==> config.mk <==
export PLATFORM = sky130hd
export DESIGN_NAME = two_axis_scalar_kalman_smoother_core
export DESIGN_NICKNAME = d
export VERILOG_FILES = /design/src/design/ksm_pkg.sv /design/src/design/ksm_div.sv /design/src/design/ksm_mul.sv /design/src/design/two_axis_scalar_kalman_smoother_core.sv
export SDC_FILE = /design/constraint.sdc
export NUM_CORES = 2
export LEC_CHECK = 0
export BUFFER_PORTS_ARGS = -buffer_cell sky130_fd_sc_hd__buf_4
export CAP_MARGIN = 25
export CORE_ASPECT_RATIO = 2
export CORE_UTILIZATION = 37
export DETAILED_ROUTE_END_ITERATION = 16
export MAX_ROUTING_LAYER = met4
export PLACE_DENSITY_LB_ADDON = 0.05
export SYNTH_ARGS = -nofsm -noshare
export SYNTH_HDL_FRONTEND = slang
export SYNTH_SLANG_ARGS = --single-unit
==> constraint.sdc <==
create_clock -name clock -period 19.7 [get_ports clock]
set_input_delay 3.94 -clock clock [delete_from_list [all_inputs] [get_ports clock]]
set_output_delay 3.94 -clock clock [all_outputs]
set_load 0.01 [all_outputs]
==> src/design/ksm_pkg.sv <==
// ksm_pkg: shared types, constants and fixed-point helpers for the two-axis kalman smoother
// no dependencies; used by ksm_div, ksm_mul and two_axis_scalar_kalman_smoother_core
package ksm_pkg;

   // field widths
   localparam int SEQ_W   = 8;
   localparam int POS_W   = 24;
   localparam int EST_W   = 32;   // estimate, signed Q24.8
   localparam int VAR_W   = 20;   // variance and noise, unsigned Q4.16
   localparam int PVAR_W  = 21;   // predicted variance, Q5.16
   localparam int DEN_W   = 22;   // predicted variance plus measurement noise
   localparam int QUO_W   = 17;   // raw gain quotient, may reach 1.0
   localparam int GAIN_W  = 16;   // gain, Q0.16
   localparam int MUL_A_W = 34;
   localparam int MUL_B_W = 18;
   localparam int MUL_P_W = MUL_A_W + MUL_B_W;
   localparam int STEP_W  = MUL_P_W - 16;

   // divider runs one quotient bit per cycle
   localparam int                DIV_STEPS = QUO_W;
   localparam logic [4:0]        DIV_LAST  = 5'(DIV_STEPS - 1);

   // constants of the filter
   localparam logic [SEQ_W-1:0]  GAP_LIMIT      = 8'd5;
   localparam logic [SEQ_W-1:0]  PREV_SEQ_RESET = 8'd50;
   localparam logic [VAR_W-1:0]  Q_RESET        = 20'd1311;
   localparam logic [VAR_W-1:0]  R_RESET        = 20'd13107;
   localparam logic [VAR_W-1:0]  VAR_ONE        = 20'h10000;
   localparam logic [VAR_W-1:0]  VAR_MAX        = 20'hFFFFF;
   localparam logic [QUO_W-1:0]  ONE_Q16        = 17'h10000;
   localparam logic [GAIN_W-1:0] GAIN_CAP       = 16'd64881;

   // configuration register indexes
   localparam logic CSR_PROCESS_NOISE = 1'b0;
   localparam logic CSR_MEASURE_NOISE = 1'b1;

   typedef enum logic [2:0] {
      ST_IDLE,
      ST_PREP,
      ST_DIV,
      ST_MUL_E,
      ST_EST,
      ST_VAR,
      ST_DONE
   } ksm_state_type;

   // saturate a 37-bit signed sum into the 32-bit estimate range
   function automatic logic signed [EST_W-1:0] sat_est(input logic signed [EST_W+4:0] v);
      logic [5:0] top;
      top = v[EST_W+4:EST_W-1];
      if ((top == 6'h00) || (top == 6'h3F)) begin
         sat_est = v[EST_W-1:0];
      end else if (v[EST_W+4]) begin
         sat_est = {1'b1, {(EST_W-1){1'b0}}};
      end else begin
         sat_est = {1'b0, {(EST_W-1){1'b1}}};
      end
   endfunction

   // round Q24.8 to nearest integer (halves up) and saturate to the position range
   function automatic logic signed [POS_W-1:0] round_out(input logic signed [EST_W-1:0] e);
      logic signed [EST_W:0] r;
      logic signed [POS_W:0] q;
      r = {e[EST_W-1], e} + 33'sd128;
      q = r[EST_W:8];
      if (q[POS_W] == q[POS_W-1]) begin
         round_out = q[POS_W-1:0];
      end else if (q[POS_W]) begin
         round_out = {1'b1, {(POS_W-1){1'b0}}};
      end else begin
         round_out = {1'b0, {(POS_W-1){1'b1}}};
      end
   endfunction

   // saturate the new variance to its 20-bit range
   function automatic logic [VAR_W-1:0] sat_var(input logic [DEN_W-1:0] v);
      if (v[DEN_W-1:VAR_W] != 2'b00) begin
         sat_var = VAR_MAX;
      end else begin
         sat_var = v[VAR_W-1:0];
      end
   endfunction

endpackage

==> src/design/ksm_div.sv <==
// ksm_div: restoring divider for the gain, quotient = floor(p * 2^16 / den), one bit per cycle
// depends on ksm_pkg; requires p <= den, which holds since the noise term is never negative
module ksm_div (
   input  logic                           clock,
   input  logic                           reset,
   input  logic                           start,
   input  logic [ksm_pkg::PVAR_W-1:0]     dividend,
   input  logic [ksm_pkg::DEN_W-1:0]      divisor,
   output logic                           done,
   output logic [ksm_pkg::QUO_W-1:0]      quotient
);

   logic [ksm_pkg::DEN_W:0]    rem_ff, rem_in;
   logic [ksm_pkg::DEN_W-1:0]  den_ff, den_in;
   logic [ksm_pkg::QUO_W-1:0]  quo_ff, quo_in;
   logic [4:0]                 cnt_ff, cnt_in;
   logic                       busy_ff, busy_in;
   logic                       done_ff, done_in;
   logic [ksm_pkg::DEN_W:0]    shifted;
   logic                       fits;

   always_comb begin
      rem_in  = rem_ff;
      den_in  = den_ff;
      quo_in  = quo_ff;
      cnt_in  = cnt_ff;
      busy_in = busy_ff;
      done_in = 1'b0;
      // first step compares the dividend itself, later steps shift in a zero
      shifted = (cnt_ff == 5'd0) ? rem_ff : {rem_ff[ksm_pkg::DEN_W-1:0], 1'b0};
      fits    = (shifted >= {1'b0, den_ff});
      if (start) begin
         rem_in  = {2'b00, dividend};
         den_in  = divisor;
         quo_in  = '0;
         cnt_in  = 5'd0;
         busy_in = 1'b1;
      end else if (busy_ff) begin
         rem_in = fits ? (shifted - {1'b0, den_ff}) : shifted;
         quo_in = {quo_ff[ksm_pkg::QUO_W-2:0], fits};
         cnt_in = cnt_ff + 5'd1;
         if (cnt_ff == ksm_pkg::DIV_LAST) begin
            busy_in = 1'b0;
            done_in = 1'b1;
         end
      end
   end

   always_ff @(posedge clock) begin
      rem_ff <= rem_in;
      den_ff <= den_in;
      quo_ff <= quo_in;
      cnt_ff <= cnt_in;
      if (reset) begin
         busy_ff <= 1'b0;
         done_ff <= 1'b0;
      end else begin
         busy_ff <= busy_in;
         done_ff <= done_in;
      end
   end

   assign done     = done_ff;
   assign quotient = quo_ff;

endmodule

==> src/design/ksm_mul.sv <==
// ksm_mul: shared signed multiplier with registered product
// depends on ksm_pkg for operand widths
module ksm_mul (
   input  logic                                 clock,
   input  logic signed [ksm_pkg::MUL_A_W-1:0]   op_a,
   input  logic signed [ksm_pkg::MUL_B_W-1:0]   op_b,
   output logic signed [ksm_pkg::MUL_P_W-1:0]   product
);

   logic signed [ksm_pkg::MUL_P_W-1:0] prod_ff, prod_in;

   assign prod_in = ksm_pkg::MUL_P_W'(op_a) * ksm_pkg::MUL_P_W'(op_b);

   always_ff @(posedge clock) begin
      prod_ff <= prod_in;
   end

   assign product = prod_ff;

endmodule

==> src/design/two_axis_scalar_kalman_smoother_core.sv <==
// two_axis_scalar_kalman_smoother_core: per-axis random-walk kalman filter on x,y position beats
// depends on ksm_pkg, ksm_div (gain divider) and ksm_mul (shared multiplier)
//
//   channel | direction | handshake            | payload
//   req     | in        | req_valid/req_ready  | req_seq_number, req_meas_x, req_meas_y
//   rsp     | out       | rsp_valid/rsp_ready  | rsp_est_x, rsp_est_y
//   csr     | in        | csr_write_en         | csr_index, csr_wdata (no wait, no read-back)
//
// a beat runs, per axis, the setup state, the divide state until all quotient bits are in and
// the divider's done is seen, and the multiply-error, estimate and variance states for the two
// passes through the shared multiplier, then the final state loads the result register
// req_ready is high only while the sequencer is idle; a finished result sits in the rsp
// register, so the next req beat may be accepted while it waits for rsp_ready; a result that
// finds the rsp register still full holds the sequencer in its final state
// synchronous active-high reset restores noise registers, sequence number, estimates, variances
module two_axis_scalar_kalman_smoother_core (
   input  logic                                clock,
   input  logic                                reset,
   input  logic                                req_valid,
   output logic                                req_ready,
   input  logic [ksm_pkg::SEQ_W-1:0]           req_seq_number,
   input  logic signed [ksm_pkg::POS_W-1:0]    req_meas_x,
   input  logic signed [ksm_pkg::POS_W-1:0]    req_meas_y,
   output logic                                rsp_valid,
   input  logic                                rsp_ready,
   output logic signed [ksm_pkg::POS_W-1:0]    rsp_est_x,
   output logic signed [ksm_pkg::POS_W-1:0]    rsp_est_y,
   input  logic                                csr_write_en,
   input  logic                                csr_index,
   input  logic [ksm_pkg::VAR_W-1:0]           csr_wdata
);

   ksm_pkg::ksm_state_type state_ff, state_in;

   // configuration
   logic [ksm_pkg::VAR_W-1:0]          q_ff, q_in;
   logic [ksm_pkg::VAR_W-1:0]          r_ff, r_in;

   // filter state
   logic [ksm_pkg::SEQ_W-1:0]          prev_seq_ff, prev_seq_in;
   logic signed [ksm_pkg::EST_W-1:0]   est_x_ff, est_x_in;
   logic signed [ksm_pkg::EST_W-1:0]   est_y_ff, est_y_in;
   logic [ksm_pkg::VAR_W-1:0]          var_x_ff, var_x_in;
   logic [ksm_pkg::VAR_W-1:0]          var_y_ff, var_y_in;

   // per-beat working registers
   logic signed [ksm_pkg::POS_W-1:0]   meas_x_ff, meas_x_in;
   logic signed [ksm_pkg::POS_W-1:0]   meas_y_ff, meas_y_in;
   logic                               axis_ff, axis_in;
   logic [ksm_pkg::PVAR_W-1:0]         p_ff, p_in;
   logic                               den_zero_ff, den_zero_in;
   logic [ksm_pkg::GAIN_W-1:0]         gain_ff, gain_in;

   // result register
   logic                               rsp_valid_ff, rsp_valid_in;
   logic signed [ksm_pkg::POS_W-1:0]   rsp_x_ff, rsp_x_in;
   logic signed [ksm_pkg::POS_W-1:0]   rsp_y_ff, rsp_y_in;

   // datapath wires
   logic signed [ksm_pkg::EST_W-1:0]   cur_est;
   logic [ksm_pkg::VAR_W-1:0]          cur_var;
   logic signed [ksm_pkg::POS_W-1:0]   cur_meas;
   logic [ksm_pkg::PVAR_W-1:0]         p_sum;
   logic [ksm_pkg::DEN_W-1:0]          den_sum;
   logic signed [ksm_pkg::EST_W:0]     err;
   logic signed [ksm_pkg::MUL_P_W-1:0] rounded;
   logic signed [ksm_pkg::STEP_W-1:0]  step;
   logic signed [ksm_pkg::EST_W+4:0]   est_sum;
   logic signed [ksm_pkg::EST_W-1:0]   est_new;
   logic [ksm_pkg::VAR_W-1:0]          var_new;
   logic [ksm_pkg::SEQ_W-1:0]          gap;
   logic                               accept;
   logic                               div_start;
   logic                               div_done;
   logic [ksm_pkg::QUO_W-1:0]          div_quo;
   logic signed [ksm_pkg::MUL_A_W-1:0] mul_a;
   logic signed [ksm_pkg::MUL_B_W-1:0] mul_b;
   logic signed [ksm_pkg::MUL_P_W-1:0] mul_p;
   logic [ksm_pkg::QUO_W-1:0]          one_minus_gain;

   ksm_div u_div (
      .clock    (clock),
      .reset    (reset),
      .start    (div_start),
      .dividend (p_sum),
      .divisor  (den_sum),
      .done     (div_done),
      .quotient (div_quo)
   );

   ksm_mul u_mul (
      .clock   (clock),
      .op_a    (mul_a),
      .op_b    (mul_b),
      .product (mul_p)
   );

   assign accept = req_valid && req_ready;
   assign gap    = req_seq_number - prev_seq_ff;

   // axis select: x on the first pass, y on the second
   assign cur_est  = axis_ff ? est_y_ff  : est_x_ff;
   assign cur_var  = axis_ff ? var_y_ff  : var_x_ff;
   assign cur_meas = axis_ff ? meas_y_ff : meas_x_ff;

   // predicted variance and gain denominator, both exact
   assign p_sum   = {1'b0, cur_var} + {1'b0, q_ff};
   assign den_sum = {1'b0, p_sum} + {2'b00, r_ff};

   // innovation in Q24.8, 33 bits
   assign err = $signed({cur_meas[ksm_pkg::POS_W-1], cur_meas, 8'h00})
              - $signed({cur_est[ksm_pkg::EST_W-1], cur_est});

   // est += round(err * gain / 2^16), halves up; arithmetic part-select is the floor shift
   assign rounded = mul_p + ksm_pkg::MUL_P_W'(32768);
   assign step    = rounded[ksm_pkg::MUL_P_W-1:16];
   assign est_sum = {{5{cur_est[ksm_pkg::EST_W-1]}}, cur_est}
                  + {step[ksm_pkg::STEP_W-1], step};
   assign est_new = ksm_pkg::sat_est(est_sum);

   // var = floor((1 - gain) * p / 2^16), saturated
   assign var_new = ksm_pkg::sat_var(mul_p[16+ksm_pkg::DEN_W-1:16]);

   assign one_minus_gain = ksm_pkg::ONE_Q16 - {1'b0, gain_ff};

   // shared multiplier operand select
   always_comb begin
      if (state_ff == ksm_pkg::ST_MUL_E) begin
         mul_a = {err[ksm_pkg::EST_W], err};
         mul_b = {2'b00, gain_ff};
      end else begin
         mul_a = {{(ksm_pkg::MUL_A_W-ksm_pkg::PVAR_W){1'b0}}, p_ff};
         mul_b = {1'b0, one_minus_gain};
      end
   end

   // sequencer: next state and register updates
   always_comb begin
      state_in     = state_ff;
      q_in         = q_ff;
      r_in         = r_ff;
      prev_seq_in  = prev_seq_ff;
      est_x_in     = est_x_ff;
      est_y_in     = est_y_ff;
      var_x_in     = var_x_ff;
      var_y_in     = var_y_ff;
      meas_x_in    = meas_x_ff;
      meas_y_in    = meas_y_ff;
      axis_in      = axis_ff;
      p_in         = p_ff;
      den_zero_in  = den_zero_ff;
      gain_in      = gain_ff;
      rsp_x_in     = rsp_x_ff;
      rsp_y_in     = rsp_y_ff;
      rsp_valid_in = rsp_valid_ff && !rsp_ready;
      div_start    = 1'b0;
      req_ready    = 1'b0;

      if (csr_write_en) begin
         unique case (csr_index)
            ksm_pkg::CSR_PROCESS_NOISE: q_in = csr_wdata;
            ksm_pkg::CSR_MEASURE_NOISE: r_in = csr_wdata;
            default: ;
         endcase
      end

      unique case (state_ff)
         ksm_pkg::ST_IDLE: begin
            req_ready = 1'b1;
            if (req_valid) begin
               meas_x_in   = req_meas_x;
               meas_y_in   = req_meas_y;
               prev_seq_in = req_seq_number;
               axis_in     = 1'b0;
               // long gap in the report stream: restart both axes from the measurement
               if (gap > ksm_pkg::GAP_LIMIT) begin
                  est_x_in = {req_meas_x, 8'h00};
                  est_y_in = {req_meas_y, 8'h00};
                  var_x_in = ksm_pkg::VAR_ONE;
                  var_y_in = ksm_pkg::VAR_ONE;
               end
               state_in = ksm_pkg::ST_PREP;
            end
         end
         ksm_pkg::ST_PREP: begin
            div_start   = 1'b1;
            p_in        = p_sum;
            den_zero_in = (den_sum == '0);
            state_in    = ksm_pkg::ST_DIV;
         end
         ksm_pkg::ST_DIV: begin
            if (div_done) begin
               // zero denominator or gain of one or more: cap at 0.99
               if (den_zero_ff || div_quo[ksm_pkg::QUO_W-1]) begin
                  gain_in = ksm_pkg::GAIN_CAP;
               end else begin
                  gain_in = div_quo[ksm_pkg::GAIN_W-1:0];
               end
               state_in = ksm_pkg::ST_MUL_E;
            end
         end
         ksm_pkg::ST_MUL_E: begin
            state_in = ksm_pkg::ST_EST;
         end
         ksm_pkg::ST_EST: begin
            if (axis_ff) begin
               est_y_in = est_new;
            end else begin
               est_x_in = est_new;
            end
            state_in = ksm_pkg::ST_VAR;
         end
         ksm_pkg::ST_VAR: begin
            if (axis_ff) begin
               var_y_in = var_new;
               state_in = ksm_pkg::ST_DONE;
            end else begin
               var_x_in = var_new;
               axis_in  = 1'b1;
               state_in = ksm_pkg::ST_PREP;
            end
         end
         ksm_pkg::ST_DONE: begin
            // load the result register once the previous beat has left
            if (!rsp_valid_ff || rsp_ready) begin
               rsp_x_in     = ksm_pkg::round_out(est_x_ff);
               rsp_y_in     = ksm_pkg::round_out(est_y_ff);
               rsp_valid_in = 1'b1;
               state_in     = ksm_pkg::ST_IDLE;
            end
         end
         default: state_in = ksm_pkg::ST_IDLE;
      endcase
   end

   always_ff @(posedge clock) begin
      if (reset) begin
         state_ff <= ksm_pkg::ST_IDLE;
      end else begin
         state_ff <= state_in;
      end
   end

   always_ff @(posedge clock) begin
      if (reset) begin
         q_ff         <= ksm_pkg::Q_RESET;
         r_ff         <= ksm_pkg::R_RESET;
         prev_seq_ff  <= ksm_pkg::PREV_SEQ_RESET;
         est_x_ff     <= '0;
         est_y_ff     <= '0;
         var_x_ff     <= ksm_pkg::VAR_ONE;
         var_y_ff     <= ksm_pkg::VAR_ONE;
         axis_ff      <= 1'b0;
         rsp_valid_ff <= 1'b0;
      end else begin
         q_ff         <= q_in;
         r_ff         <= r_in;
         prev_seq_ff  <= prev_seq_in;
         est_x_ff     <= est_x_in;
         est_y_ff     <= est_y_in;
         var_x_ff     <= var_x_in;
         var_y_ff     <= var_y_in;
         axis_ff      <= axis_in;
         rsp_valid_ff <= rsp_valid_in;
      end
   end

   // payload registers, no reset
   always_ff @(posedge clock) begin
      meas_x_ff   <= meas_x_in;
      meas_y_ff   <= meas_y_in;
      p_ff        <= p_in;
      den_zero_ff <= den_zero_in;
      gain_ff     <= gain_in;
      rsp_x_ff    <= rsp_x_in;
      rsp_y_ff    <= rsp_y_in;
   end

   assign rsp_valid = rsp_valid_ff;
   assign rsp_est_x = rsp_x_ff;
   assign rsp_est_y = rsp_y_ff;

   // an accepted beat keeps the sequencer busy for the next cycle
   a_busy_after_accept: assert property (@(posedge clock) disable iff (reset)
      accept |=> !req_ready)
      else $error("req_ready high right after an accepted beat");

   // the divider only finishes while the sequencer waits for it
   a_div_done_in_div: assert property (@(posedge clock) disable iff (reset)
      div_done |-> (state_ff == ksm_pkg::ST_DIV))
      else $error("divider finished outside the divide state");

   // a new result appears only out of the final state
   a_rsp_from_done: assert property (@(posedge clock) disable iff (reset)
      $rose(rsp_valid_ff) |-> $past(state_ff == ksm_pkg::ST_DONE))
      else $error("rsp_valid rose without a finished beat");

   // a beat always starts its first pass on the x axis
   a_axis_clear_idle: assert property (@(posedge clock) disable iff (reset)
      (state_ff == ksm_pkg::ST_PREP) && $past(state_ff == ksm_pkg::ST_IDLE) |-> !axis_ff)
      else $error("beat started on the wrong axis");

endmodule

==> metrics.txt <==
status=completed; 1st-pass router iterations=5; final setup fails=0; worst slew pin tran=about 1.1 ns; Data required, critical path=20.21 ns; RSZ-0062 raised after global routing=false; Worst EP arrival=11.38 ns; CP max FO=56; fraction of registers with async set/reset=0; clock network power share=0.127; Hold WC Path Type=reg2reg; GP Congestion=roughly 0.96; worst hold path startpoint=prev_seq_ff[6]; Mean Syn Cell Area=8.799 um^2; Gate power share=0.691; initial antenna violation count=3; Sequential Power Share=0.181; Die ar.=116800 um^2; placed instance area=45730 um^2; Max-slew headroom=0.2777; EDFF count, synth=177; nets=5824; H-Tree Depth=2; placed wire-length estimate=130600 um; WL/cell=between 20 and 25 um; most common cell after layout, fill and taps aside=inv_1; family with the most delay on the worst path=adder cells; Initial Util=0.3741; Worst Path Buf+Inv=3; Overflow after GRT=0; final hold violation count=0; cts bufs inserted=41; Distinct cells, synth=77; fin util=0.4131; most used cell, CP=fa_1; switching pwr=3.353 mW; Total Wirelength=between 150000 and 200000 um; clock sink total=397; synth warn=0; number of gates resized after CTS=0; antenna viol nets, final=0; GR Util All Layers=0.2803; share of cells above drive strength 1=0.08477; Layout area overhead=10.42%; final number of max-transition violations=0; Clock Latency Late Sink=0.63 ns; simple-gate share of the synthesized area=0.1653; fin crit share=0.5518; clock-pin slew on the worst setup and hold paths=about 0.080 ns; leading register cell type out of synthesis=dfxtp_1; power per cell area=140.2 nW/um^2; crit end category=flop; main combinational cell family by area after synthesis=adder cells; Post-Syn Area=around 43000 um^2; commonest non-fill, non-tap cells in the layout=776 x inv_1, 635 x nand2_1, 543 x fa_1; Chip Height=roughly 480 um; sequential area share after synthesis=0.2278; Core ar.=114100 um^2; first-pass GRT wire length=233400 um; DRC=0; Max stage delay on crit path=0.85 ns; XOR/XNOR Fraction of Synth Area=0.05374; compound-cell area share of the yosys netlist=0.1007; die boundary width=242.1 um; mux cell area share after synthesis=0.03797; # Post-CTS Setup Buffers=0; Hold-fix buffers, CTS=0; max-cap violation count=0; highest-delay cell along the critical path=xor2_1; critical path startpoint=axis_ff; Mapped Cells=4850; port buffer count=131; worst hold margin=~0.46 ns; Initial DRC Count=1559; DR vias/cell=approximately 5.2; worst ir drop on vdd=0.2294 mV; internal power=roughly 3.3 mW; Root Driver=clkbuf_16; Rows=between 150 and 200; total I/O pin count=132; Fin Clk Skew=0.04329 ns; cell taking the most area after synthesis=fa_1; switch share=0.5075; Synth top area share=0.2547; Post-Synth Adder-Cell Area=0.3292; FF+latch count, synth=between 300 and 400; largest net degree at the start of global routing=82; Highest Clock Rate=91.98 MHz; Worst setup SP type=flop; setup TNS=0 ns; Synth area leaders=fa_1 25%, edfxtp_1 12%, dfxtp_1 10%; WS Path Type=reg2reg; Critical R2R Launch=axis_ff; post-layout min period=10.87 ns; Max clock buf depth=3; vias in the first global route=36734; via count=33956; design area=approximately 47000 um^2; TritonCTS clock tree=yes; LEAKAGE=approximately 22 nW
state kept, by name (all words and copies together), names as in the netlist, 20 cells and up:
register / flops
u_mul.product: 37
u_div.rem_ff: 23
r_ff: 20
est_y_ff: 32
rsp_est_y: 24
var_x_ff: 20
est_x_ff: 32
u_div.den_ff: 22
rsp_est_x: 24
meas_x_ff: 24
p_ff: 21
meas_y_ff: 24
q_ff: 20
var_y_ff: 20
path summary, 6_finish.rpt:
path	endpoint	slack (ns)	cells past startpoint
max	u_mul.product[51]	8.83	28
min	prev_seq_ff[6]	0.46	2
max reg2reg	u_mul.product[51]	8.83	28
min reg2reg	prev_seq_ff[6]	0.46	2
stage by stage:
step           setup WS (ns)  instances  power [mW]
6_report               8.829       6485       6.606
5_1_grt                8.516       6485       7.160
4_1_cts                8.775       6482       6.675
3_5_place_dp           8.785       6406       5.761
3_3_place_gp           8.788       6399       5.777
2_1_floorplan          9.519       4861       4.207
cell usage after synthesis (12+ instances only):
cell	n
a211oi_1	34
a21o_1	59
a21oi_1	231
a311oi_1	17
a31oi_1	19
and2_1	41
and3_1	33
buf_1	24
clkbuf_1	145
dfxtp_1	220
edfxtp_1	177
fa_1	543
ha_1	254
inv_1	778
mux2_2	71
mux2i_1	82
nand2_1	635
nand2b_1	48
nand3_1	75
nand3b_1	21
nand4_1	27
nor2_1	499
nor2b_1	62
nor3_1	66
nor4_1	12
o211ai_1	14
o21a_1	37
o21ai_0	132
o21ai_1	27
o21bai_1	20
o22ai_1	24
or2_2	16
or3_1	27
xnor2_1	150
xor2_1	110
kinds of logic (layout without fill, tap and decap cells):
| group | after synthesis | count (layout) |
|---|---|---|
| xor+xnor | 261 | 261 |
| other cells | 2 | 16 |
| compound gates | 688 | 688 |
| flops | 397 | 397 |
| buf+inv | 959 | 1076 |
| fa+ha+maj | 797 | 797 |
| mux | 153 | 153 |
| simple gates | 1593 | 1593 |
worst reg2reg max path, delay by kind of cell (launching register included):
kind | cells | cell delay, ns
AND/OR/NAND/NOR | 4 | 1.38
flip-flops | 1 | 0.68
multiplexers | 1 | 0.42
XOR/XNOR | 2 | 0.98
AO/OA/AOI/OAI | 10 | 2.58
buffers and inverters | 3 | 0.84
adder cells (fa/ha/maj) | 8 | 3.88
power groups by stage:
stage	combinational (mW)	clock (mW)	sequential, mW
2_1_floorplan	3.10	0	1.11
3_3_place_gp	4.56	0	1.22
3_5_place_dp	4.55	0	1.21
4_1_cts	4.61	0.864	1.20
5_1_grt	5.07	0.884	1.20
6_report	4.57	0.842	1.20
routing by layer:
metal,vias to the layer above,GRT usage,share of wire
met2,756,0.5532,0.57
met4,0,0.1708,0.069
met5,-,-,0
met3,324,0.01983,0.026
li1,15724,-,-
met1,17152,0.2593,0.33
layout make-up:
cell class                      instances  area (um^2)
Fill cell                           11678        66960
Multi-Input combinational cell       3505        29520
Sequential cell                       397         9723
Inverter                              778         2920
Tap cell                             1504         1882
Timing Repair Buffer                  222         1684
Clock buffer                           52         1130
Clock inverter                         24        259.0
Antenna cell                            3        7.507
No activity file was read; power rests on OpenSTA's default activity.
